<file path="src/rtl/core/pp420_pkg.sv">
`timescale 1ns / 1ps
`default_nettype none

package pp420_pkg;

  // sample and register widths
  localparam int unsigned DATA_W   = 8;
  localparam int unsigned SIZE_W   = 11;
  // wide enough for any clamped size up to 4096
  localparam int unsigned EXT_W    = 13;
  localparam int unsigned POS_W    = 10;
  localparam int unsigned CPOS_W   = 9;

  // configuration port
  localparam int unsigned CFG_AW   = 3;
  localparam int unsigned CFG_DW   = 32;

  localparam logic [SIZE_W-1:0] WIDTH_RESET  = 11'd720;
  localparam logic [SIZE_W-1:0] HEIGHT_RESET = 11'd576;

  // register index, taken from paddr bit 2
  typedef enum logic {
    REG_WIDTH  = 1'b0,
    REG_HEIGHT = 1'b1
  } reg_idx_t;

  // raster position of the pixel being accepted
  typedef struct packed {
    logic [EXT_W-1:0] row;
    logic [EXT_W-1:0] col;
    logic             last_row;
    logic             last_col;
  } pos_t;

endpackage

`default_nettype wire

</file>
<file path="src/rtl/core/pp420_raster_cnt.sv">
`timescale 1ns / 1ps
`default_nettype none

module pp420_raster_cnt
  import pp420_pkg::*;
#(
  parameter int unsigned MAX_WIDTH  = 1024,
  parameter int unsigned MAX_HEIGHT = 1024
) (
  input  wire logic              clk,
  input  wire logic              rst_n,
  input  wire logic              step,
  input  wire logic [SIZE_W-1:0] frame_width,
  input  wire logic [SIZE_W-1:0] frame_height,
  output pos_t                   pos
);

  localparam int unsigned CW = $clog2(MAX_WIDTH);
  localparam int unsigned RW = $clog2(MAX_HEIGHT);
  localparam logic [EXT_W-1:0] MAX_W_X = EXT_W'(MAX_WIDTH);
  localparam logic [EXT_W-1:0] MAX_H_X = EXT_W'(MAX_HEIGHT);

  // zero is taken as one, anything above the maximum as the maximum
  function automatic logic [EXT_W-1:0] clamp_size(input logic [SIZE_W-1:0] v,
                                                  input logic [EXT_W-1:0]  maxv);
    logic [EXT_W-1:0] vx;
    vx = EXT_W'(v);
    if (vx == '0) begin
      clamp_size = EXT_W'(1);
    end else if (vx > maxv) begin
      clamp_size = maxv;
    end else begin
      clamp_size = vx;
    end
  endfunction

  logic [CW-1:0]    col_r, col_nxt;
  logic [RW-1:0]    row_r, row_nxt;
  logic [EXT_W-1:0] w_m1;
  logic [EXT_W-1:0] h_m1;

  // end-of-row and end-of-frame compare
  always_comb begin
    w_m1         = clamp_size(frame_width, MAX_W_X) - EXT_W'(1);
    h_m1         = clamp_size(frame_height, MAX_H_X) - EXT_W'(1);
    pos.row      = EXT_W'(row_r);
    pos.col      = EXT_W'(col_r);
    pos.last_col = (pos.col >= w_m1);
    pos.last_row = (pos.row >= h_m1);
  end

  // wrap at row and frame end
  always_comb begin
    col_nxt = col_r;
    row_nxt = row_r;
    if (step) begin
      if (pos.last_col) begin
        col_nxt = '0;
        row_nxt = pos.last_row ? '0 : row_r + RW'(1);
      end else begin
        col_nxt = col_r + CW'(1);
      end
    end
  end

  always_ff @(posedge clk) begin
    if (!rst_n) begin
      col_r <= '0;
      row_r <= '0;
    end else begin
      col_r <= col_nxt;
      row_r <= row_nxt;
    end
  end

endmodule

`default_nettype wire

</file>
<file path="config.mk">
export PLATFORM = sky130hd
export DESIGN_NAME = pp420_raster_cnt
export DESIGN_NICKNAME = d
export VERILOG_FILES = /design/src/rtl/core/pp420_pkg.sv /design/src/rtl/core/pp420_raster_cnt.sv
export SDC_FILE = /design/constraint.sdc
export NUM_CORES = 1
export LEC_CHECK = 0
export BUFFER_PORTS_ARGS = -buffer_cell sky130_fd_sc_hd__buf_2
export CAP_MARGIN = 20
export CORE_MARGIN = 4
export CORE_UTILIZATION = 46
export DETAILED_ROUTE_END_ITERATION = 10
export HOLD_SLACK_MARGIN = 0.02
export PLACE_DENSITY = 0.76
export SYNTH_ARGS = -nofsm -noshare
export SYNTH_HDL_FRONTEND = slang
export SYNTH_SLANG_ARGS = --single-unit
</file>
<file path="constraint.sdc">
create_clock -name clk -period 10.41 [get_ports clk]
set_input_delay 1.041 -clock clk [delete_from_list [all_inputs] [get_ports clk]]
set_output_delay 1.041 -clock clk [all_outputs]
set_load 0.05 [all_outputs]
</file>
# --- After elaboration in Yosys (flattened, before gate mapping) ---
# Cells that the tools add are included.
# W data, S select, Z words.
classes:
  addsub: 4
  order_cmp: 4
  n_mux: 6
  reduce_logical: 3
op_table:
  columns: ["cell", "count"]
  rows:
  - ["$mux W11", 4]
  - ["$ge A10 B13 Y1", 2]
  - ["$sub A13 B1 Y13 const B", 2]
  - ["$gt A11 B11 Y1 const B", 2]
  - ["$logic_not A11 Y1", 2]
  - ["$add A10 B1 Y10 const B", 2]
  - ["$mux W10", 2]
  - ["$reduce_and A2 Y1", 1]
totals:
  reg_bits: 20
  elab_cells: 19

# --- Logic depth before layout (Yosys ltp) ---
depth:
  ltp_word: 6
  ltp_mapped: 17
  ltp_nobuf: 15

# --- Worst setup path after synthesis ---
# OpenSTA, ideal clock, no wires.
synth_path:
  path_kind: "input to output"
  start: "input frame_width[3]"
  end: "output pos[0] (netlist bit)"
  arrival_time_ns: 4.013
  required_ns: 9.369
  setup_slack_ns: 5.356
  cell_stages: 15
  path_cell_list: "nor3_1 -> nand3_1 -> nor4_1 -> o21ai_0 -> ha_1 -> clkbuf_1 -> nand2_1 -> mux2i_1 -> a21o_1 -> ha_1 -> nand2_1 -> a2111oi_0 -> o41ai_1 -> a21oi_1 -> buf_2"
synth_lines:
  columns: ["item", "line_no", "source"]
  rows:
  - ["from (decl)", "pp420_raster_cnt.sv:13", "input wire logic [SIZE_W-1:0] frame_width,"]
  - ["to (decl)", "pp420_raster_cnt.sv:15", "output pos_t pos"]

==> summary.txt <==
Drt
  – Post-route ant nets: 0
  – Residual DRC: 0
  – Vias per inst: 5.72
  – Final WL: 4710 µm
  – Post-DR wirelength/cell: roughly 13 µm
  – Routed via count: 2007
  – Pre-antenna DRT Iters: 4
  – Iter 0 DRT Violations: 76

Die
  – Core outline area: 0.00414 mm²
  – Die H: 74.5 µm
  – Die Area: approximately 0.0056 mm²
  – Die X: 74.5 µm
  – IO Count: 53
  – FP Rows: 23
  – Initial Utilization: 0.491

Critical path
  – Crit. End Element: primary output
  – CP Cell Sequence: buf_2 -> nor3_1 -> nand3_1 -> nor4_1 -> o21ai_0 -> ha_1 -> o21ai_0 -> a22oi_1 -> ha_1 -> nand2_1 -> a2111oi_0 -> o41ai_1 -> a21oi_1 -> buf_4 -> buf_2
  – Arr. time, crit path: 4.72 ns
  – CP startpoint kind: primary input
  – Crit path max-delay cell type: nor3_1
  – CP delay by family, top: compound AO/OA/AOI/OAI gates
  – Required @ worst endpoint: 9.37 ns
  – Largest stage delay on the critical path: 0.44 ns
  – Buffers and inverters on the worst path: 3
  – Critical path class: primary input to primary output
  – Crit Path Max Fanout: 20

Timing
  – Final clock skew: 0.00444 ns
  – Setup tns final: 0 ns
  – F_max: roughly 170 MHz
  – Final setup fails: 0
  – Slew headroom: 0.658
  – Period utilization: 0.554
  – RSZ-0062 raised after global routing: no
  – Worst slew pin tran: a little over 0.5 ns
  – Hold Fails Final Rpt: 0
  – Fin. max-slew vios: 0
  – Worst hold slack: 0.520 ns
  – Min Clock Period, post-route: approximately 5.8 ns

Yosys
  – Mapped Avg Cell Area: 7.74 µm²
  – Number of flops mapped to enable cells by yosys: 0
  – Mapped Cells: between 200 and 300
  – Synth unique cells: 48
  – Yosys top cell area share: 0.197
  – Mapped cell area: 0.00204 mm²
  – YS warnings: 0
  – Number of synthesized register bits: 20
  – Top area cells in the synthesized netlist: dfxtp_1 20%, ha_1 15%, o211a_1 4.4%, nand2_1 4.2%, nor2_1 4.2%
  – Area leader, netlist: dfxtp_1
  – Main synth FF type: dfxtp_1
  – Seq/Total Area, Yosys: 0.197
  – Post-synth ARST share: 0

Power
  – Total Power: 0.000182 W
  – Cell area power density: 79.0 mW/mm²
  – Max VDD drop: 0.0000703 V
  – Pleak: 1.19 nW

Run status
  – Outcome: complete, no violations

Place
  – RePlAce Congestion: 0.798
  – IO buf count: 46
  – HPWL after detailed placement: 3600 µm

Cells and area
  – Final core occ: 0.557
  – Antenna Cells: 0
  – Layout cells sized above 1: 0.206
  – Commonest non-fill, non-tap cells in the layout: 46 x buf_2, 24 x ha_1, 23 x nor2_1, 23 x nand2_1, 20 x dfxtp_1
  – Seq. cell area: 400 µm²
  – Area of the multi-input gates: 0.00152 mm²
  – Fillers: 397
  – Layout area overhead: 13.5%
  – Post-layout nets: 351
  – Most common cell after layout, fill and taps aside: buf_2

Clocking
  – CTS sink cnt: 20
  – Hold-fix buffers, CTS: 0
  – Post-CTS resize count: 0
  – Inserted Clock Buffers: 3
  – Root buffer cell: clkbuf_8
  – CTS tree: done
  – Skew-Pair Late Insertion Delay: around 0.26 ns
  – Total number of H-tree levels: 1
  – Clock Tree Buf Depth: 2
  – Setup repair bufs after CTS: 0
  – Reg clk slew, reported paths: 0.07 ns

Global route
  – Largest net degree at the start of global routing: 24
  – Initial antenna violation count: 0
  – GRT Util Overall: 0.166
  – Global-route wire length before repair: 7520 µm
  – Vias in the first global route: 1616
  – Global route overflow: 0

Job
  – # Max-Cap Violations: 0

Min path
  – Worst hold path class: flip-flop to flip-flop
[flip-flops by register name (all words and copies together) (netlist names)]
name	cells
col_r	10
row_r	10
[worst paths after layout]
| check | cells after the start | to | startpoint | slack, ns |
|---|---|---|---|---|
| worst max-delay path | 15 | pos[0] | frame_width[3] | 4.65 |
| worst min-delay path | 2 | row_r[9] | row_r[9] | 0.52 |
| worst max register to register | 7 | row_r[2] | row_r[8] | 8.14 |
| worst min register to register | 2 | row_r[9] | row_r[9] | 0.52 |
[layout make-up]
class	instances	area share
clock buffers	4	0.0238
inverters	8	0.0130
multi-input cells	222	0.660
flip-flops and latches	20	0.173
well taps	50	0.0271
repair buffers	47	0.103
[worst register-to-register path, stage by stage (launching register included)]
cell and delay, ns:
dfxtp_1 0.41, ha_1 0.27, a2111oi_0 0.47, o21ai_0 0.16, a21oi_1 0.23, nor2b_4 0.12
nand3b_2 0.34, o22ai_1 0.22
[logic make-up after synthesis]
group                      synth area share
and+or+nand+nor                       0.292
AOI/OAI and AO/OA                     0.249
buffers and inverters                0.0639
adders and majority gates             0.148
DFF                                   0.197
xor gates and xnor gates             0.0387
muxes                                0.0104
other                               0.00184
[synthesized netlist by cell type (6+ instances only)]
| master | instances |
|---|---|
| dfxtp_1 | 20 |
| and3_1 | 10 |
| inv_1 | 8 |
| nor3_1 | 9 |
| o211a_1 | 9 |
| xor2_1 | 7 |
| o21ai_0 | 15 |
| buf_4 | 6 |
| nand2_1 | 23 |
| a21oi_1 | 15 |
| nor2b_1 | 6 |
| clkbuf_1 | 9 |
| nand3b_1 | 8 |
| nand4_1 | 6 |
| ha_1 | 24 |
| nor2_1 | 23 |
| o22ai_1 | 10 |
| a211oi_1 | 7 |
[per-stage QoR]
step	setup slack (ns)	instance area, µm²	instances
after floorplan	5.36	2050	268
final	4.65	2310	351
after CTS	4.68	2310	351
after detailed placement	4.68	2250	347
after global routing	4.15	2310	351
after global placement	4.79	2250	347
[metal layers]
metal / up-vias / routed length, µm / GRT usage / part of all wire
met4: 0 / 13 / 0.0237 / 0.0028
met5: - / 0 / 0 / 0
li1: 1041 / - / - / -
met2: 58 / 2080 / 0.243 / 0.44
met3: 2 / 270 / 0.0243 / 0.057
met1: 906 / 2350 / 0.262 / 0.50
[report_power, final]
part / internal, W / total, W / switching, W
sequential: 0.0000771 / 0.0000786 / 0.00000148
combinational: 0.0000156 / 0.0000437 / 0.0000281
clock: 0.0000337 / 0.0000601 / 0.0000264
total: 0.000126 / 0.000182 / 0.0000560
Note: power is estimated with default switching activity, not from simulation.
