===== config.mk =====
export PLATFORM = sky130hd
export DESIGN_NAME = pp420_out_stage_flat
export DESIGN_NICKNAME = d
export VERILOG_FILES = /design/src/rtl/core/pp420_pkg.sv /design/src/rtl/core/pp420_if.sv /design/src/rtl/core/pp420_out_stage.sv /design/src/flat_wrapper.sv
export SDC_FILE = /design/constraint.sdc
export NUM_CORES = 1
export LEC_CHECK = 0
export ABC_CLOCK_PERIOD_IN_PS = 2200
export BUFFER_PORTS_ARGS = -buffer_cell sky130_fd_sc_hd__buf_2
export CAP_MARGIN = 0
export CORE_MARGIN = 2
export CORE_UTILIZATION = 41
export CTS_CLUSTER_SIZE = 24
export DETAILED_ROUTE_END_ITERATION = 8
export GPL_ROUTABILITY_DRIVEN = 0
export PLACE_DENSITY = 0.78
export SETUP_SLACK_MARGIN = 0.2
export SYNTH_ARGS = -nofsm -noshare
export SYNTH_HDL_FRONTEND = slang
export SYNTH_SLANG_ARGS = --single-unit

===== constraint.sdc =====
create_clock -name clk -period 2.2 [get_ports clk]
set_input_delay 0.22 -clock clk [delete_from_list [all_inputs] [get_ports clk]]
set_output_delay 0.22 -clock clk [all_outputs]
set_load 0.01 [all_outputs]

===== src/rtl/core/pp420_pkg.sv =====
`timescale 1ns / 1ps
`default_nettype none

package pp420_pkg;

  // sample and register widths
  localparam int unsigned DATA_W   = 8;
  localparam int unsigned SIZE_W   = 11;
  // wide enough for any clamped size up to 4096
  localparam int unsigned EXT_W    = 13;
  localparam int unsigned POS_W    = 10;
  localparam int unsigned CPOS_W   = 9;

  // configuration port
  localparam int unsigned CFG_AW   = 3;
  localparam int unsigned CFG_DW   = 32;

  localparam logic [SIZE_W-1:0] WIDTH_RESET  = 11'd720;
  localparam logic [SIZE_W-1:0] HEIGHT_RESET = 11'd576;

  // register index, taken from paddr bit 2
  typedef enum logic {
    REG_WIDTH  = 1'b0,
    REG_HEIGHT = 1'b1
  } reg_idx_t;

  // raster position of the pixel being accepted
  typedef struct packed {
    logic [EXT_W-1:0] row;
    logic [EXT_W-1:0] col;
    logic             last_row;
    logic             last_col;
  } pos_t;

endpackage

`default_nettype wire


===== src/rtl/core/pp420_if.sv =====
`timescale 1ns / 1ps
`default_nettype none


// planar result request channel
interface pp420_out_if;
  logic       valid;
  logic       ready;
  logic [7:0] luma_out;
  logic [9:0] pixel_row;
  logic [9:0] pixel_col;
  logic       chroma_valid;
  logic [7:0] chroma_out;
  logic       chroma_is_v;
  logic [8:0] chroma_row;
  logic [8:0] chroma_col;
  logic       end_of_frame;

  modport source (output valid, output luma_out, output pixel_row, output pixel_col,
                  output chroma_valid, output chroma_out, output chroma_is_v,
                  output chroma_row, output chroma_col, output end_of_frame,
                  input ready);
  modport sink   (input valid, input luma_out, input pixel_row, input pixel_col,
                  input chroma_valid, input chroma_out, input chroma_is_v,
                  input chroma_row, input chroma_col, input end_of_frame,
                  output ready);
endinterface

`default_nettype wire


===== src/rtl/core/pp420_out_stage.sv =====
`timescale 1ns / 1ps
`default_nettype none

module pp420_out_stage
  import pp420_pkg::*;
(
  input  wire logic              clk,
  input  wire logic              rst_n,
  input  wire logic              s1_valid,
  input  pos_t                   s1_pos,
  input  wire logic [DATA_W-1:0] s1_chroma,
  input  wire logic [DATA_W-1:0] s1_luma,
  input  wire logic [DATA_W-1:0] stored,
  output logic                   s1_take,
  pp420_out_if.source            out_chan
);

  logic              valid_r, valid_nxt;
  logic              odd_row;
  logic              cvalid;
  logic [DATA_W:0]   sum;
  logic [DATA_W-1:0] cval;

  logic [DATA_W-1:0] luma_r;
  logic [POS_W-1:0]  prow_r, pcol_r;
  logic              cvalid_r, is_v_r, eof_r;
  logic [DATA_W-1:0] cout_r;
  logic [CPOS_W-1:0] crow_r, ccol_r;

  assign s1_take = !valid_r || out_chan.ready;

  // average with the stored even-row byte, rounding up
  always_comb begin
    odd_row = s1_pos.row[0];
    cvalid  = odd_row || s1_pos.last_row;
    sum     = {1'b0, stored} + {1'b0, s1_chroma} + (DATA_W+1)'(1);
    cval    = odd_row ? sum[DATA_W:1] : s1_chroma;
  end

  always_comb begin
    valid_nxt = valid_r;
    if (s1_take) begin
      valid_nxt = s1_valid;
    end
  end

  always_ff @(posedge clk) begin
    if (!rst_n) begin
      valid_r <= 1'b0;
    end else begin
      valid_r <= valid_nxt;
    end
  end

  // result register
  always_ff @(posedge clk) begin
    if (s1_take && s1_valid) begin
      luma_r   <= s1_luma;
      prow_r   <= s1_pos.row[POS_W-1:0];
      pcol_r   <= s1_pos.col[POS_W-1:0];
      cvalid_r <= cvalid;
      cout_r   <= cvalid ? cval : '0;
      is_v_r   <= cvalid & s1_pos.col[0];
      crow_r   <= cvalid ? s1_pos.row[CPOS_W:1] : '0;
      ccol_r   <= cvalid ? s1_pos.col[CPOS_W:1] : '0;
      eof_r    <= s1_pos.last_row & s1_pos.last_col;
    end
  end

  assign out_chan.valid        = valid_r;
  assign out_chan.luma_out     = luma_r;
  assign out_chan.pixel_row    = prow_r;
  assign out_chan.pixel_col    = pcol_r;
  assign out_chan.chroma_valid = cvalid_r;
  assign out_chan.chroma_out   = cout_r;
  assign out_chan.chroma_is_v  = is_v_r;
  assign out_chan.chroma_row   = crow_r;
  assign out_chan.chroma_col   = ccol_r;
  assign out_chan.end_of_frame = eof_r;

endmodule

`default_nettype wire


===== src/flat_wrapper.sv =====
// flat-port wrapper written by rule: the top's interface ports become plain ports
module pp420_out_stage_flat import pp420_pkg::*;
  (clk, rst_n, s1_valid, s1_pos, s1_chroma, s1_luma, stored, s1_take, out_chan_valid, out_chan_luma_out, out_chan_pixel_row, out_chan_pixel_col, out_chan_chroma_valid, out_chan_chroma_out, out_chan_chroma_is_v, out_chan_chroma_row, out_chan_chroma_col, out_chan_end_of_frame, out_chan_ready);
  pp420_out_if out_chan_i ();
  input  wire logic clk;
  input  wire logic rst_n;
  input  wire logic s1_valid;
  input  pos_t s1_pos;
  input  wire logic [DATA_W-1:0] s1_chroma;
  input  wire logic [DATA_W-1:0] s1_luma;
  input  wire logic [DATA_W-1:0] stored;
  output logic s1_take;
  output wire logic [$bits(out_chan_i.valid)-1:0] out_chan_valid;
  output wire logic [$bits(out_chan_i.luma_out)-1:0] out_chan_luma_out;
  output wire logic [$bits(out_chan_i.pixel_row)-1:0] out_chan_pixel_row;
  output wire logic [$bits(out_chan_i.pixel_col)-1:0] out_chan_pixel_col;
  output wire logic [$bits(out_chan_i.chroma_valid)-1:0] out_chan_chroma_valid;
  output wire logic [$bits(out_chan_i.chroma_out)-1:0] out_chan_chroma_out;
  output wire logic [$bits(out_chan_i.chroma_is_v)-1:0] out_chan_chroma_is_v;
  output wire logic [$bits(out_chan_i.chroma_row)-1:0] out_chan_chroma_row;
  output wire logic [$bits(out_chan_i.chroma_col)-1:0] out_chan_chroma_col;
  output wire logic [$bits(out_chan_i.end_of_frame)-1:0] out_chan_end_of_frame;
  input wire logic [$bits(out_chan_i.ready)-1:0] out_chan_ready;
  assign out_chan_valid = out_chan_i.valid;
  assign out_chan_luma_out = out_chan_i.luma_out;
  assign out_chan_pixel_row = out_chan_i.pixel_row;
  assign out_chan_pixel_col = out_chan_i.pixel_col;
  assign out_chan_chroma_valid = out_chan_i.chroma_valid;
  assign out_chan_chroma_out = out_chan_i.chroma_out;
  assign out_chan_chroma_is_v = out_chan_i.chroma_is_v;
  assign out_chan_chroma_row = out_chan_i.chroma_row;
  assign out_chan_chroma_col = out_chan_i.chroma_col;
  assign out_chan_end_of_frame = out_chan_i.end_of_frame;
  assign out_chan_i.ready = out_chan_ready;
  pp420_out_stage u_core (.clk(clk), .rst_n(rst_n), .s1_valid(s1_valid), .s1_pos(s1_pos), .s1_chroma(s1_chroma), .s1_luma(s1_luma), .stored(stored), .s1_take(s1_take), .out_chan(out_chan_i));
endmodule

Word-level counts from Yosys, hierarchy flattened:

Index checks and enable logic that the tools add are counted.

* input bits: 56
* memories: 0
* logic and storage cells: 19
* flip-flop bits (word level): 58
* ROM bits: 0
* memory bits (writable): 0
* bits in latches: 0
* output and inout port bits: 59

* div/mod/pow operators: 0
* add/sub/neg operators: 2
* reduce and logical (&&, ||, !) cells: 4
* multiplexer cells: 1
* shift operators: 0
* equality and inequality tests: 0
* $lt $le $gt $ge: 0
* bitwise operators: 2
* multipliers: 0

Operator list (number)
* adder 8 x 8 -> 9 bit: 1
* adder 9 x 1 -> 9 bit (second input constant): 1
* two-way mux 8 bit: 1
* bitwise AND 1 bit: 2
* logical OR 1 bit: 2
* logical AND 1 bit: 1
* zero test 1 bit: 1

Depth between registers and ports, before layout:

Gate-level depths: netlist of the first run.

* depth in word-level cells: 3
* mapped depth: 6
* depth with buffers taken out: 6

Worst setup path before layout of the first run:

No wires, ideal clock.

* kind: reg2reg
* from: register u_core.valid_r (netlist: u_core.out_chan.valid)
* to: register u_core.ccol_r[0] (netlist: u_core.out_chan.chroma_col[0]), enable pin
* data arrival time: 1.864 ns
* required time: 1.779 ns
* buffers on the path: 0
* setup slack: -0.085 ns
* cell stages (with the launch flop): 3
* clock period less this slack: 2.285 ns
* setup time: 0.421 ns
* cell sequence: dfxtp_1 > nand2b_1 > and2_1

* cells in the longest elaborated chain, start to end: 3

RTL lines
* from (decl): RTL line pp420_out_stage.sv:18 `logic valid_r, valid_nxt;`
* from (signal assigned): RTL line pp420_out_stage.sv:51 `valid_r <= valid_nxt;`
* zero test 1 bit: RTL line pp420_out_stage.sv:30 `assign s1_take = !valid_r || out_chan.ready;`
* logical OR 1 bit: RTL line pp420_out_stage.sv:30
* named net s1_take: RTL line flat_wrapper.sv:12 `output logic s1_take;`
* logical AND 1 bit: RTL line pp420_out_stage.sv:57 `if (s1_take && s1_valid) begin`
* to (signal assigned): RTL line pp420_out_stage.sv:65 `ccol_r <= cvalid ? s1_pos.col[CPOS_W:1] : '0;`
* to (decl): RTL line pp420_out_stage.sv:28 `logic [CPOS_W-1:0] crow_r, ccol_r;`

The timed path passes the listed nets, and every way through them passes these cells.
A chain may end at the register's enable or synchronous reset.

Worst setup path in the final report of the first run:

* from: input port s1_chroma[1]
* to: register u_core.cout_r[7] (netlist: u_core.out_chan.chroma_out[7]), data pin

* cells in the longest elaborated chain, start to end: 3

RTL lines
* from (decl): RTL line flat_wrapper.sv:9 `input wire logic [DATA_W-1:0] s1_chroma;`
* adder 8 x 8 -> 9 bit: RTL line pp420_out_stage.sv:36 `sum = {1'b0, stored} + {1'b0, s1_chroma} + (DATA_W+1)'(1);`
* adder 9 x 1 -> 9 bit: RTL line pp420_out_stage.sv:36
* two-way mux 8 bit: RTL line pp420_out_stage.sv:37 `cval = odd_row ? sum[DATA_W:1] : s1_chroma;`
* to (signal assigned): RTL line pp420_out_stage.sv:62 `cout_r <= cvalid ? cval : '0;`
* to (decl): RTL line pp420_out_stage.sv:27 `logic [DATA_W-1:0] cout_r;`

Every way passes these cells.

==> results of run 1 <==
path summary, 6_finish.rpt:
path                            depth (start not counted)                               start                                           to
worst max-delay path                                    7                        s1_chroma[1]  u_core.out_chan.chroma_out[7]$_SDFFCE_PP0P_
worst min-delay path                                    1                          s1_luma[3]        u_core.out_chan.luma_out[3]$_DFFE_PP_
worst max register to register                          3  u_core.out_chan.valid$_SDFFE_PN0N_       u_core.out_chan.pixel_row[3]$_DFFE_PP_
worst min register to register                          2  u_core.out_chan.valid$_SDFFE_PN0N_           u_core.out_chan.valid$_SDFFE_PN0N_
synth_stat cells (all sizes together):
cell type	n
edfxtp	57
nor2b	20
nor2	9
o21ai	8
ha	7
inv	6
nand2	5
a211oi	4
a21oi	4
clkbuf	4
nand2b	4
nand3	4
nand3b	3
and2	2
or3	2
a2111oi	1
a21boi	1
a21o	1
a221oi	1
a311o	1
a31o	1
a31oi	1
a32oi	1
and4	1
buf	1
dfxtp	1
fa	1
nor3	1
o211ai	1
o22ai	1
o311ai	1
or3b	1
xnor2	1
final cells by class:
class                   instances  area share (%)
repair buffers                111           17.78
flip-flops and latches         58           54.68
inverters                       6          0.7112
multi-input cells              88           18.93
well taps                      72           2.845
clock inverters                 7           1.146
clock buffers                   9           3.912
power by group through the flow:
stage / registers [µW] / logic [µW] / clock network (µW)
2_1_floorplan: 1390 / 139 / 0
3_3_place_gp: 1340 / 326 / 0
3_5_place_dp: 1350 / 333 / 0
4_1_cts: 1320 / 335 / 798
5_1_grt: 1330 / 367 / 867
6_report: 1320 / 330 / 771
logic make-up after synthesis:
group,count (synthesis),share of synthesized area (%)
AO/OA/AOI/OAI,27,7.912
XOR/XNOR,1,0.3693
adder cells (fa/ha/maj),8,4.536
buffers and inverters,11,1.793
flip-flops,58,73.00
AND/OR/NAND/NOR,52,12.39
metal layers:
metal	global-route usage, %	routed length, µm	part of all wire, %
met4	6.102	49	1.0
met1	18.50	1924	41
met2	23.83	2308	49
met3	5.281	387	8.3
met5	0	0	0
cell usage in the layout (no fill, tap or decap), types with 2 or more instances in the layout:
cell / synthesis / routed
nand2_1: 5 / 5
clkinvlp_4: 0 / 2
a211oi_1: 3 / 3
buf_4: 0 / 3
o21ai_0: 3 / 3
nand2b_1: 4 / 4
or3_1: 2 / 2
nand3b_1: 3 / 3
clkinv_2: 0 / 2
nand3_1: 4 / 4
o21ai_1: 5 / 5
ha_1: 7 / 7
edfxtp_1: 57 / 57
a21oi_1: 3 / 3
inv_1: 6 / 6
nor2b_1: 20 / 20
clkbuf_8: 0 / 9
nor2_1: 9 / 9
clkinv_1: 0 / 3
buf_2: 1 / 108
worst register-to-register path: cells and delay by family, from the launching register on:
family	cells	cell delay [ps]
buffers and inverters	1	340
and+or+nand+nor	2	250
DFF	1	310
state kept, by name (all words and copies together) (netlist names):
register	cells
u_core.out_chan.chroma_col	9
u_core.out_chan.chroma_is_v	1
u_core.out_chan.chroma_out	8
u_core.out_chan.chroma_row	9
u_core.out_chan.chroma_valid	1
u_core.out_chan.end_of_frame	1
u_core.out_chan.luma_out	8
u_core.out_chan.pixel_col	10
u_core.out_chan.pixel_row	10
u_core.out_chan.valid	1
through the flow:
stage | util (%) | power [µW] | area [µm²]
5_1_grt | 57.16 | 2560 | 3167
4_1_cts | 57.16 | 2455 | 3167
2_1_floorplan | - | 1528 | 2374
3_5_place_dp | 54.27 | 1679 | 3007
6_report | 57.16 | 2423 | 3167
3_3_place_gp | 54.27 | 1669 | 3007
==> results.json, run 1 <==
{
  "netlist_area_um2": 2372,
  "wl_um": 4669,
  "clock-sinks": 58,
  "syn2layout_area_growth_pct": 33.49,
  "swShare_pct": 24.06,
  "dpl.hpwl_um": 3529,
  "dp.cells": 335,
  "portBuffers": 108,
  "syn-mean-instance-area_um2": 15.11,
  "path_delay_family": "compound AO/OA/AOI/OAI gates",
  "final.setup_skew_ps": 5.397,
  "multiInputGateArea_um2": 599.3,
  "synth_nets": 221,
  "worst_slack_ps": 713.0,
  "hold_path.class": "in2reg",
  "crit_chain": "buf_2 -> inv_1 -> fa_1 -> nand2b_1 -> a21oi_2 -> o211ai_1 -> a221oi_1",
  "end_kind": "flip-flop",
  "postCtsSetupRepairBufs": 0,
  "start_util_pct": 42.82,
  "postRouteAntennaNets": 0,
  "grt_usage_pct": 14.93,
  "p_sw_uw": 582.9,
  "cts_max_level": 3,
  "crit_slowest_cell": "fa_1",
  "synth_area_leaders": "edfxtp_1 (72%), nor2b_1 (5.3%), ha_1 (3.7%)",
  "nets": 338,
  "antenna_found_initial": 0,
  "die_y_um": 80.07,
  "max_slew.worst_pin.slew_ps": 352.5,
  "final-instance-count-excl-fill": 351,
  "rows": 27,
  "core-area_um2": 5540,
  "start_kind": "primary input",
  "cts_buffer_depth": 2,
  "power_frac_comb_pct": 13.6,
  "grt_max_degree": 31,
  "worstSetupPathType": "in2reg",
  "fmax_mhz": 672.5,
  "power.density_nw_per_um2": 765.1,
  "cp_num_buf_inv": 2,
  "vdd_ir_drop_max_uv": 332.1,
  "synth.top_cell.area_share_pct": 72.15,
  "cpPeakStageDelay_ps": 460,
  "cp.arrival_ps": 1620,
  "clk_latency_ps": 310,
  "yosysTopAreaCell": "edfxtp_1",
  "synth-seq-cells": 58,
  "required_ps": 2340,
  "status": "completed",
  "tritoncts": "built",
  "max_cap_viol_count": 0,
  "path_clk_slew_ps": 60,
  "wire_per_inst_um": 13.30,
  "p_seq_share_pct": 54.5,
  "share_clk_of_total_power_pct": 31.8,
  "die-area_um2": 6410,
  "hold_violations": 0,
  "cts_buffers": 9,
  "fill_cells": 453,
  "grt_overflow": 0,
  "grt_first_pass_wirelength_um": 7058,
  "setup_viol": 0,
  "clock_tree.root_cell": "clkbuf_8",
  "p_leak_uw": 0.001340,
  "postCtsResizedCells": 0,
  "worst-path-max-fanout": 4,
  "synthCells": 157,
  "grt_pass1_vias": 1469,
  "post-route-min-period_ps": 1487,
  "ioPinCount": 115,
  "finalCritPeriodShare_pct": 67.59,
  "first_pass_iters": 4,
  "die_x_um": 80.07,
  "via_per_inst": 4.783,
  "pre_cts_ws_ps": 390.5,
  "drcViolationCount": 0,
  "slew_headroom_pct": 75.89,
  "grt_setup_unrepaired": "no",
  "num_vias": 1679,
  "synth_warnings": 0,
  "cts_hold_buf": 0,
  "ff2ff_setup_slack_ps": 960,
  "seq_area_frac_synth_pct": 73.00,
  "drtIter0Drc": 104,
  "hold_ws_ps": 74.06,
  "register_area_um2": 1732,
  "yosysUniqueCellTypes": 36,
  "tns_ps": 0,
  "diodes": 0,
  "slew_violations": 0,
  "drive_gt1_share_pct": 45.88,
  "internal_power_uw": 1840
}
Note: power is estimated with default switching activity, not from simulation.
==> inputs of run 2 (changes only) <==
--- a/config.mk
+++ b/config.mk
@@ -5,15 +5,15 @@
 export SDC_FILE = /design/constraint.sdc
 export NUM_CORES = 1
 export LEC_CHECK = 0
-export ABC_CLOCK_PERIOD_IN_PS = 2200
+export ABC_CLOCK_PERIOD_IN_PS = 1500
 export BUFFER_PORTS_ARGS = -buffer_cell sky130_fd_sc_hd__buf_2
 export CAP_MARGIN = 0
 export CORE_MARGIN = 2
-export CORE_UTILIZATION = 41
+export CORE_UTILIZATION = 46
 export CTS_CLUSTER_SIZE = 24
 export DETAILED_ROUTE_END_ITERATION = 8
 export GPL_ROUTABILITY_DRIVEN = 0
-export PLACE_DENSITY = 0.78
+export PLACE_DENSITY = 0.83
 export SETUP_SLACK_MARGIN = 0.2
 export SYNTH_ARGS = -nofsm -noshare
 export SYNTH_HDL_FRONTEND = slang
==> constraint.sdc (replaced) <==
create_clock -name clk -period 1.5 [get_ports clk]
set_input_delay 0.15 -clock clk [delete_from_list [all_inputs] [get_ports clk]]
set_output_delay 0.15 -clock clk [all_outputs]
set_load 0.01 [all_outputs]
==> run 2 against run 1 <==
Against the previous run:
- combinational power up 78%
- power up 57%
- largest power group unchanged
- clock power up 65%
- worst hold slack worse by 56 ps
==> results.json, run 2 (synthesis results as in run 1) <==
{
  "final-instance-count-excl-fill": 362,
  "worst-path-max-fanout": 4,
  "slew_headroom_pct": 64.62,
  "pre_cts_ws_ps": -152.2,
  "p_leak_uw": 0.001445,
  "register_area_um2": 1733,
  "dpl_cell_area_um2": 3202,
  "die-area_um2": 5748,
  "post-route-min-period_ps": 1267,
  "grt_setup_unrepaired": "no",
  "finalCritPeriodShare_pct": 84.43,
  "tritoncts": "built",
  "end_kind": "flip-flop",
  "max_cap_viol_count": 0,
  "final_common_cell": "buf_2",
  "worstSetupPathType": "in2reg",
  "die_y_um": 75.82,
  "num_vias": 1726,
  "antenna_found_initial": 0,
  "grt_max_degree": 27,
  "grt_usage_pct": 17.47,
  "rows": 26,
  "slew_violations": 0,
  "cpPeakStageDelay_ps": 390,
  "hold_path.class": "in2reg",
  "final_cell_area_um2": 3456,
  "grt_pass1_vias": 1627,
  "hold_violations": 0,
  "start_kind": "primary input",
  "clk_latency_ps": 310,
  "postRouteAntennaNets": 0,
  "drcViolationCount": 0,
  "ff2ff_setup_slack_ps": 330,
  "portBuffers": 108,
  "syn2layout_area_growth_pct": 45.67,
  "power.density_nw_per_um2": 1097,
  "drive_gt1_share_pct": 51.03,
  "status": "completed",
  "via_per_inst": 4.768,
  "path_clk_slew_ps": 60,
  "nets": 352,
  "grt_first_pass_wirelength_um": 7279,
  "max_slew.worst_pin.slew_ps": 517.3,
  "final.setup_skew_ps": 2.935,
  "core-area_um2": 5042,
  "crit_slowest_cell": "fa_2",
  "wire_per_inst_um": 13.04,
  "fill_cells": 365,
  "setup_viol": 0,
  "cts_buffers": 9,
  "dp.cells": 340,
  "cts_max_level": 3,
  "clock_tree.root_cell": "clkbuf_8",
  "die_x_um": 75.82,
  "dpl.hpwl_um": 3618,
  "layout_common_cells": "buf_2 (107), edfxtp_1 (57), nor2b_1 (20)",
  "required_ps": 1640,
  "diodes": 0,
  "crit_chain": "buf_4 -> inv_8 -> fa_2 -> nand2b_4 -> a21oi_4 -> o211ai_1 -> a221oi_2",
  "fmax_mhz": 789.6,
  "clock-sinks": 58,
  "start_util_pct": 47.05,
  "wl_um": 4722,
  "worst_slack_ps": 233.5,
  "multiInputGateArea_um2": 704.4,
  "vdd_ir_drop_max_uv": 511.8,
  "grt_overflow": 0,
  "first_pass_iters": 4,
  "drtIter0Drc": 86,
  "cp.arrival_ps": 1410,
  "final_util_pct": 68.54,
  "cts_buffer_depth": 2,
  "ioPinCount": 115
}
[run 2: per-stage QoR]
stage	hold slack, ps	TNS [ps]	power (µW)
3_3_place_gp	327.2	-156.8	2526
2_1_floorplan	248.9	0	2276
6_report	17.69	0	3793
3_5_place_dp	329.1	-322.5	2546
5_1_grt	2.832	0	3970
4_1_cts	0.7935	0	3828
[run 2: final timing paths]
path | from | to | depth (start not counted)
max | s1_chroma[1] | u_core.out_chan.chroma_out[7]$_SDFFCE_PP0P_ | 7
max reg2reg | u_core.out_chan.valid$_SDFFE_PN0N_ | u_core.out_chan.pixel_col[0]$_DFFE_PP_ | 3
min reg2reg | u_core.out_chan.valid$_SDFFE_PN0N_ | u_core.out_chan.valid$_SDFFE_PN0N_ | 2
min | s1_pos[10] | u_core.out_chan.pixel_col[8]$_DFFE_PP_ | 1
[run 2: cell type report]
class,count,area share (%)
clock inverter,4,1.267
clock buffer,11,3.802
multi-input combinational,88,20.38
sequential,58,50.14
tap,70,2.534
timing repair buffer,125,21.00
inverter,6,0.8689
[run 2: timing repair]
action,in CTS,in global routing
endpoints found under the setup margin,1,1
hold buffers,7,0
buffers inserted,0,0
gates resized for setup,1,1
pin swaps,2,0
hold endpoints to repair,7,0
[run 2: metal layers]
metal  routed length (µm)  vias up  GRT usage [%]
met5                    0        -              0
met4                  104        0          10.53
met3                  280       10          3.571
met2                 2704       67          31.51
met1                 1633      798          18.61
li1                     -      851              -
[run 2: where the power goes]
group / internal, µW / switching (µW)
logic: 285 / 303
registers: 1920 / 23.4
clock network: 747 / 519
[run 2: worst max-delay path: cells and delay by family]
kind            cells  cell delay (ps)
fa+ha+maj           1              390
compound gates      3              550
buf+inv             2              160
simple gates        1              160
==> inputs of run 3 (changes only) <==
--- a/config.mk
+++ b/config.mk
@@ -5,7 +5,7 @@
 export SDC_FILE = /design/constraint.sdc
 export NUM_CORES = 1
 export LEC_CHECK = 0
-export ABC_CLOCK_PERIOD_IN_PS = 1500
+export ABC_CLOCK_PERIOD_IN_PS = 1200
 export BUFFER_PORTS_ARGS = -buffer_cell sky130_fd_sc_hd__buf_2
 export CAP_MARGIN = 0
 export CORE_MARGIN = 2
==> constraint.sdc (replaced) <==
create_clock -name clk -period 1.2 [get_ports clk]
set_input_delay 0.12 -clock clk [delete_from_list [all_inputs] [get_ports clk]]
set_output_delay 0.12 -clock clk [all_outputs]
set_load 0.01 [all_outputs]
==> run 3 against run 2 <==
Against the previous run:
- register-to-register slack worse by 310 ps
- combinational power increased by 78%
- critical endpoint is now u_core.out_chan.chroma_col[1]$_SDFFCE_PP0P_
- sequential power is 26% higher
- worst hold slack gained 31 ps
- via count increased by 20%
- die area unchanged
- highest routed layer unchanged
- utilization is 14 points higher
- critical path type is now reg2reg
- first-iteration DRC count is 81% higher
- largest power group unchanged
- cell count rose by 13%
- clock-buffer cell count is 2 lower
- cell area grew 21%
- sequential share of layout area fell by 8.5 points
==> results.json, run 3 (synthesis results as in run 1) <==
{
  "cp_num_buf_inv": 2,
  "max_cap_viol_count": 0,
  "clock_tree.root_cell": "clkbuf_8",
  "final-instance-count-excl-fill": 410,
  "wire_per_inst_um": 16.89,
  "die_y_um": 75.82,
  "start_util_pct": 47.05,
  "antenna_found_initial": 0,
  "drive_gt1_share_pct": 53.82,
  "cp.arrival_ps": 1220,
  "share_clk_of_total_power_pct": 34.1,
  "crit_chain": "nand2b_4 -> and2_4 -> buf_12 -> clkbuf_16",
  "post-route-min-period_ps": 1176,
  "grt_first_pass_wirelength_um": 8845,
  "portBuffers": 108,
  "vdd_ir_drop_max_uv": 828.4,
  "slew_violations": 0,
  "p_leak_uw": 0.001772,
  "die_x_um": 75.82,
  "required_ps": 1240,
  "nets": 401,
  "dpl.hpwl_um": 3828,
  "wl_um": 6924,
  "cts_max_level": 3,
  "fmax_mhz": 850.2,
  "clk_latency_ps": 320,
  "setup_viol": 0,
  "tritoncts": "built",
  "crit_path_start": "u_core.out_chan.valid$_SDFFE_PN0N_",
  "drcViolationCount": 0,
  "diodes": 0,
  "status": "completed",
  "dpl_cell_area_um2": 3346,
  "cts_buffer_depth": 2,
  "hold_violations": 0,
  "final_common_cell": "buf_2",
  "grt_max_degree": 21,
  "cpPeakStageDelay_ps": 330,
  "power.density_nw_per_um2": 1271,
  "crit-reg2reg-launch": "u_core.out_chan.valid$_SDFFE_PN0N_",
  "postRouteAntennaNets": 0,
  "worst-path-max-fanout": 5,
  "slew_headroom_pct": 68.37,
  "core-area_um2": 5042,
  "ioPinCount": 115,
  "dp.cells": 355,
  "hold_path.class": "in2reg",
  "swShare_pct": 22.56,
  "layout_common_cells": "buf_2 (100), edfxtp_1 (57), dlygate4sd3_1 (27)",
  "path_delay_family": "flip-flops",
  "worstSetupPathType": "reg2reg",
  "via_per_inst": 5.051,
  "start_kind": "flip-flop",
  "power_frac_comb_pct": 19.9,
  "syn2layout_area_growth_pct": 75.58,
  "crit_slowest_cell": "dfxtp_2",
  "num_vias": 2071,
  "rows": 26,
  "die-area_um2": 5748,
  "path_clk_slew_ps": 60,
  "max_slew.worst_pin.slew_ps": 462.4,
  "grt_setup_unrepaired": "yes",
  "tns_ps": 0,
  "finalCritPeriodShare_pct": 98.01,
  "worstHoldStart": "rst_n",
  "final_cell_area_um2": 4165,
  "grt_usage_pct": 21.47,
  "final.setup_skew_ps": 6.384,
  "grt_pass1_vias": 1938,
  "clock-sinks": 58,
  "end_kind": "flip-flop",
  "p_sw_uw": 1194,
  "p_seq_share_pct": 46.0,
  "first_pass_iters": 4,
  "drtIter0Drc": 156,
  "internal_power_uw": 4099,
  "grt_overflow": 0,
  "cts_buffers": 9
}
-- run 3: worst paths after layout --
path / to / slack (ps) / depth (start not counted)
min reg2reg: u_core.out_chan.valid$_SDFFE_PN0N_ / 500 / 2
min: u_core.out_chan.valid$_SDFFE_PN0N_ / 50 / 2
max: u_core.out_chan.chroma_col[1]$_SDFFCE_PP0P_ / 20 / 4
max reg2reg: u_core.out_chan.chroma_col[1]$_SDFFCE_PP0P_ / 20 / 4
-- run 3: layout make-up --
type | count | area [µm²]
Timing Repair Buffer | 174 | 1381
Tap cell | 70 | 87.58
Fill cell | 255 | 877.1
Clock inverter | 5 | 71.32
Multi-Input combinational cell | 88 | 735.7
Inverter | 6 | 32.53
Sequential cell | 58 | 1733
Clock buffer | 9 | 123.9
-- run 3: power groups by stage --
stage          Sequential, µW  Clock, µW  Combinational (µW)
4_1_cts                  2430       1800                 921
3_5_place_dp             2470          0                 781
5_1_grt                  2450       1890                1130
2_1_floorplan            2550          0                 315
3_3_place_gp             2460          0                 756
6_report                 2440       1810                1050
-- run 3: layer usage --
layer	track usage [%]	wire, µm	vias up
met2	40.52	4104	113
met3	4.762	363	16
met5	0	0	-
met1	22.05	2324	991
li1	-	-	951
met4	10.53	131	0
-- run 3: repair_timing --
item / in CTS / in global routing
pin swaps: 6 / 5
gates resized for setup: 11 / 16
buffers inserted: 3 / 3
hold buffers: 27 / 0
gates cloned: 2 / 6
endpoints found under the setup margin: 65 / 68
hold endpoints to repair: 27 / 0
-- run 3: metrics by stage --
step | util, % | total power (µW) | setup WS, ps | hold slack (ps)
finish | 82.61 | 5294 | 23.87 | 48.22
floorplan | - | 2862 | -131.6 | 218.9
global placement | 66.35 | 3219 | -343.2 | 297.0
CTS | 78.26 | 5155 | 39.22 | 36.01
detailed placement | 66.35 | 3253 | -390.7 | 298.6
global route | 82.61 | 5470 | -5.278 | 48.35
-- run 3: worst reg2reg max path, cell delays in order (launching register included) --
cell and delay [ps]:
dfxtp_2 330, nand2b_4 60, and2_4 210, buf_12 150
clkbuf_16 150
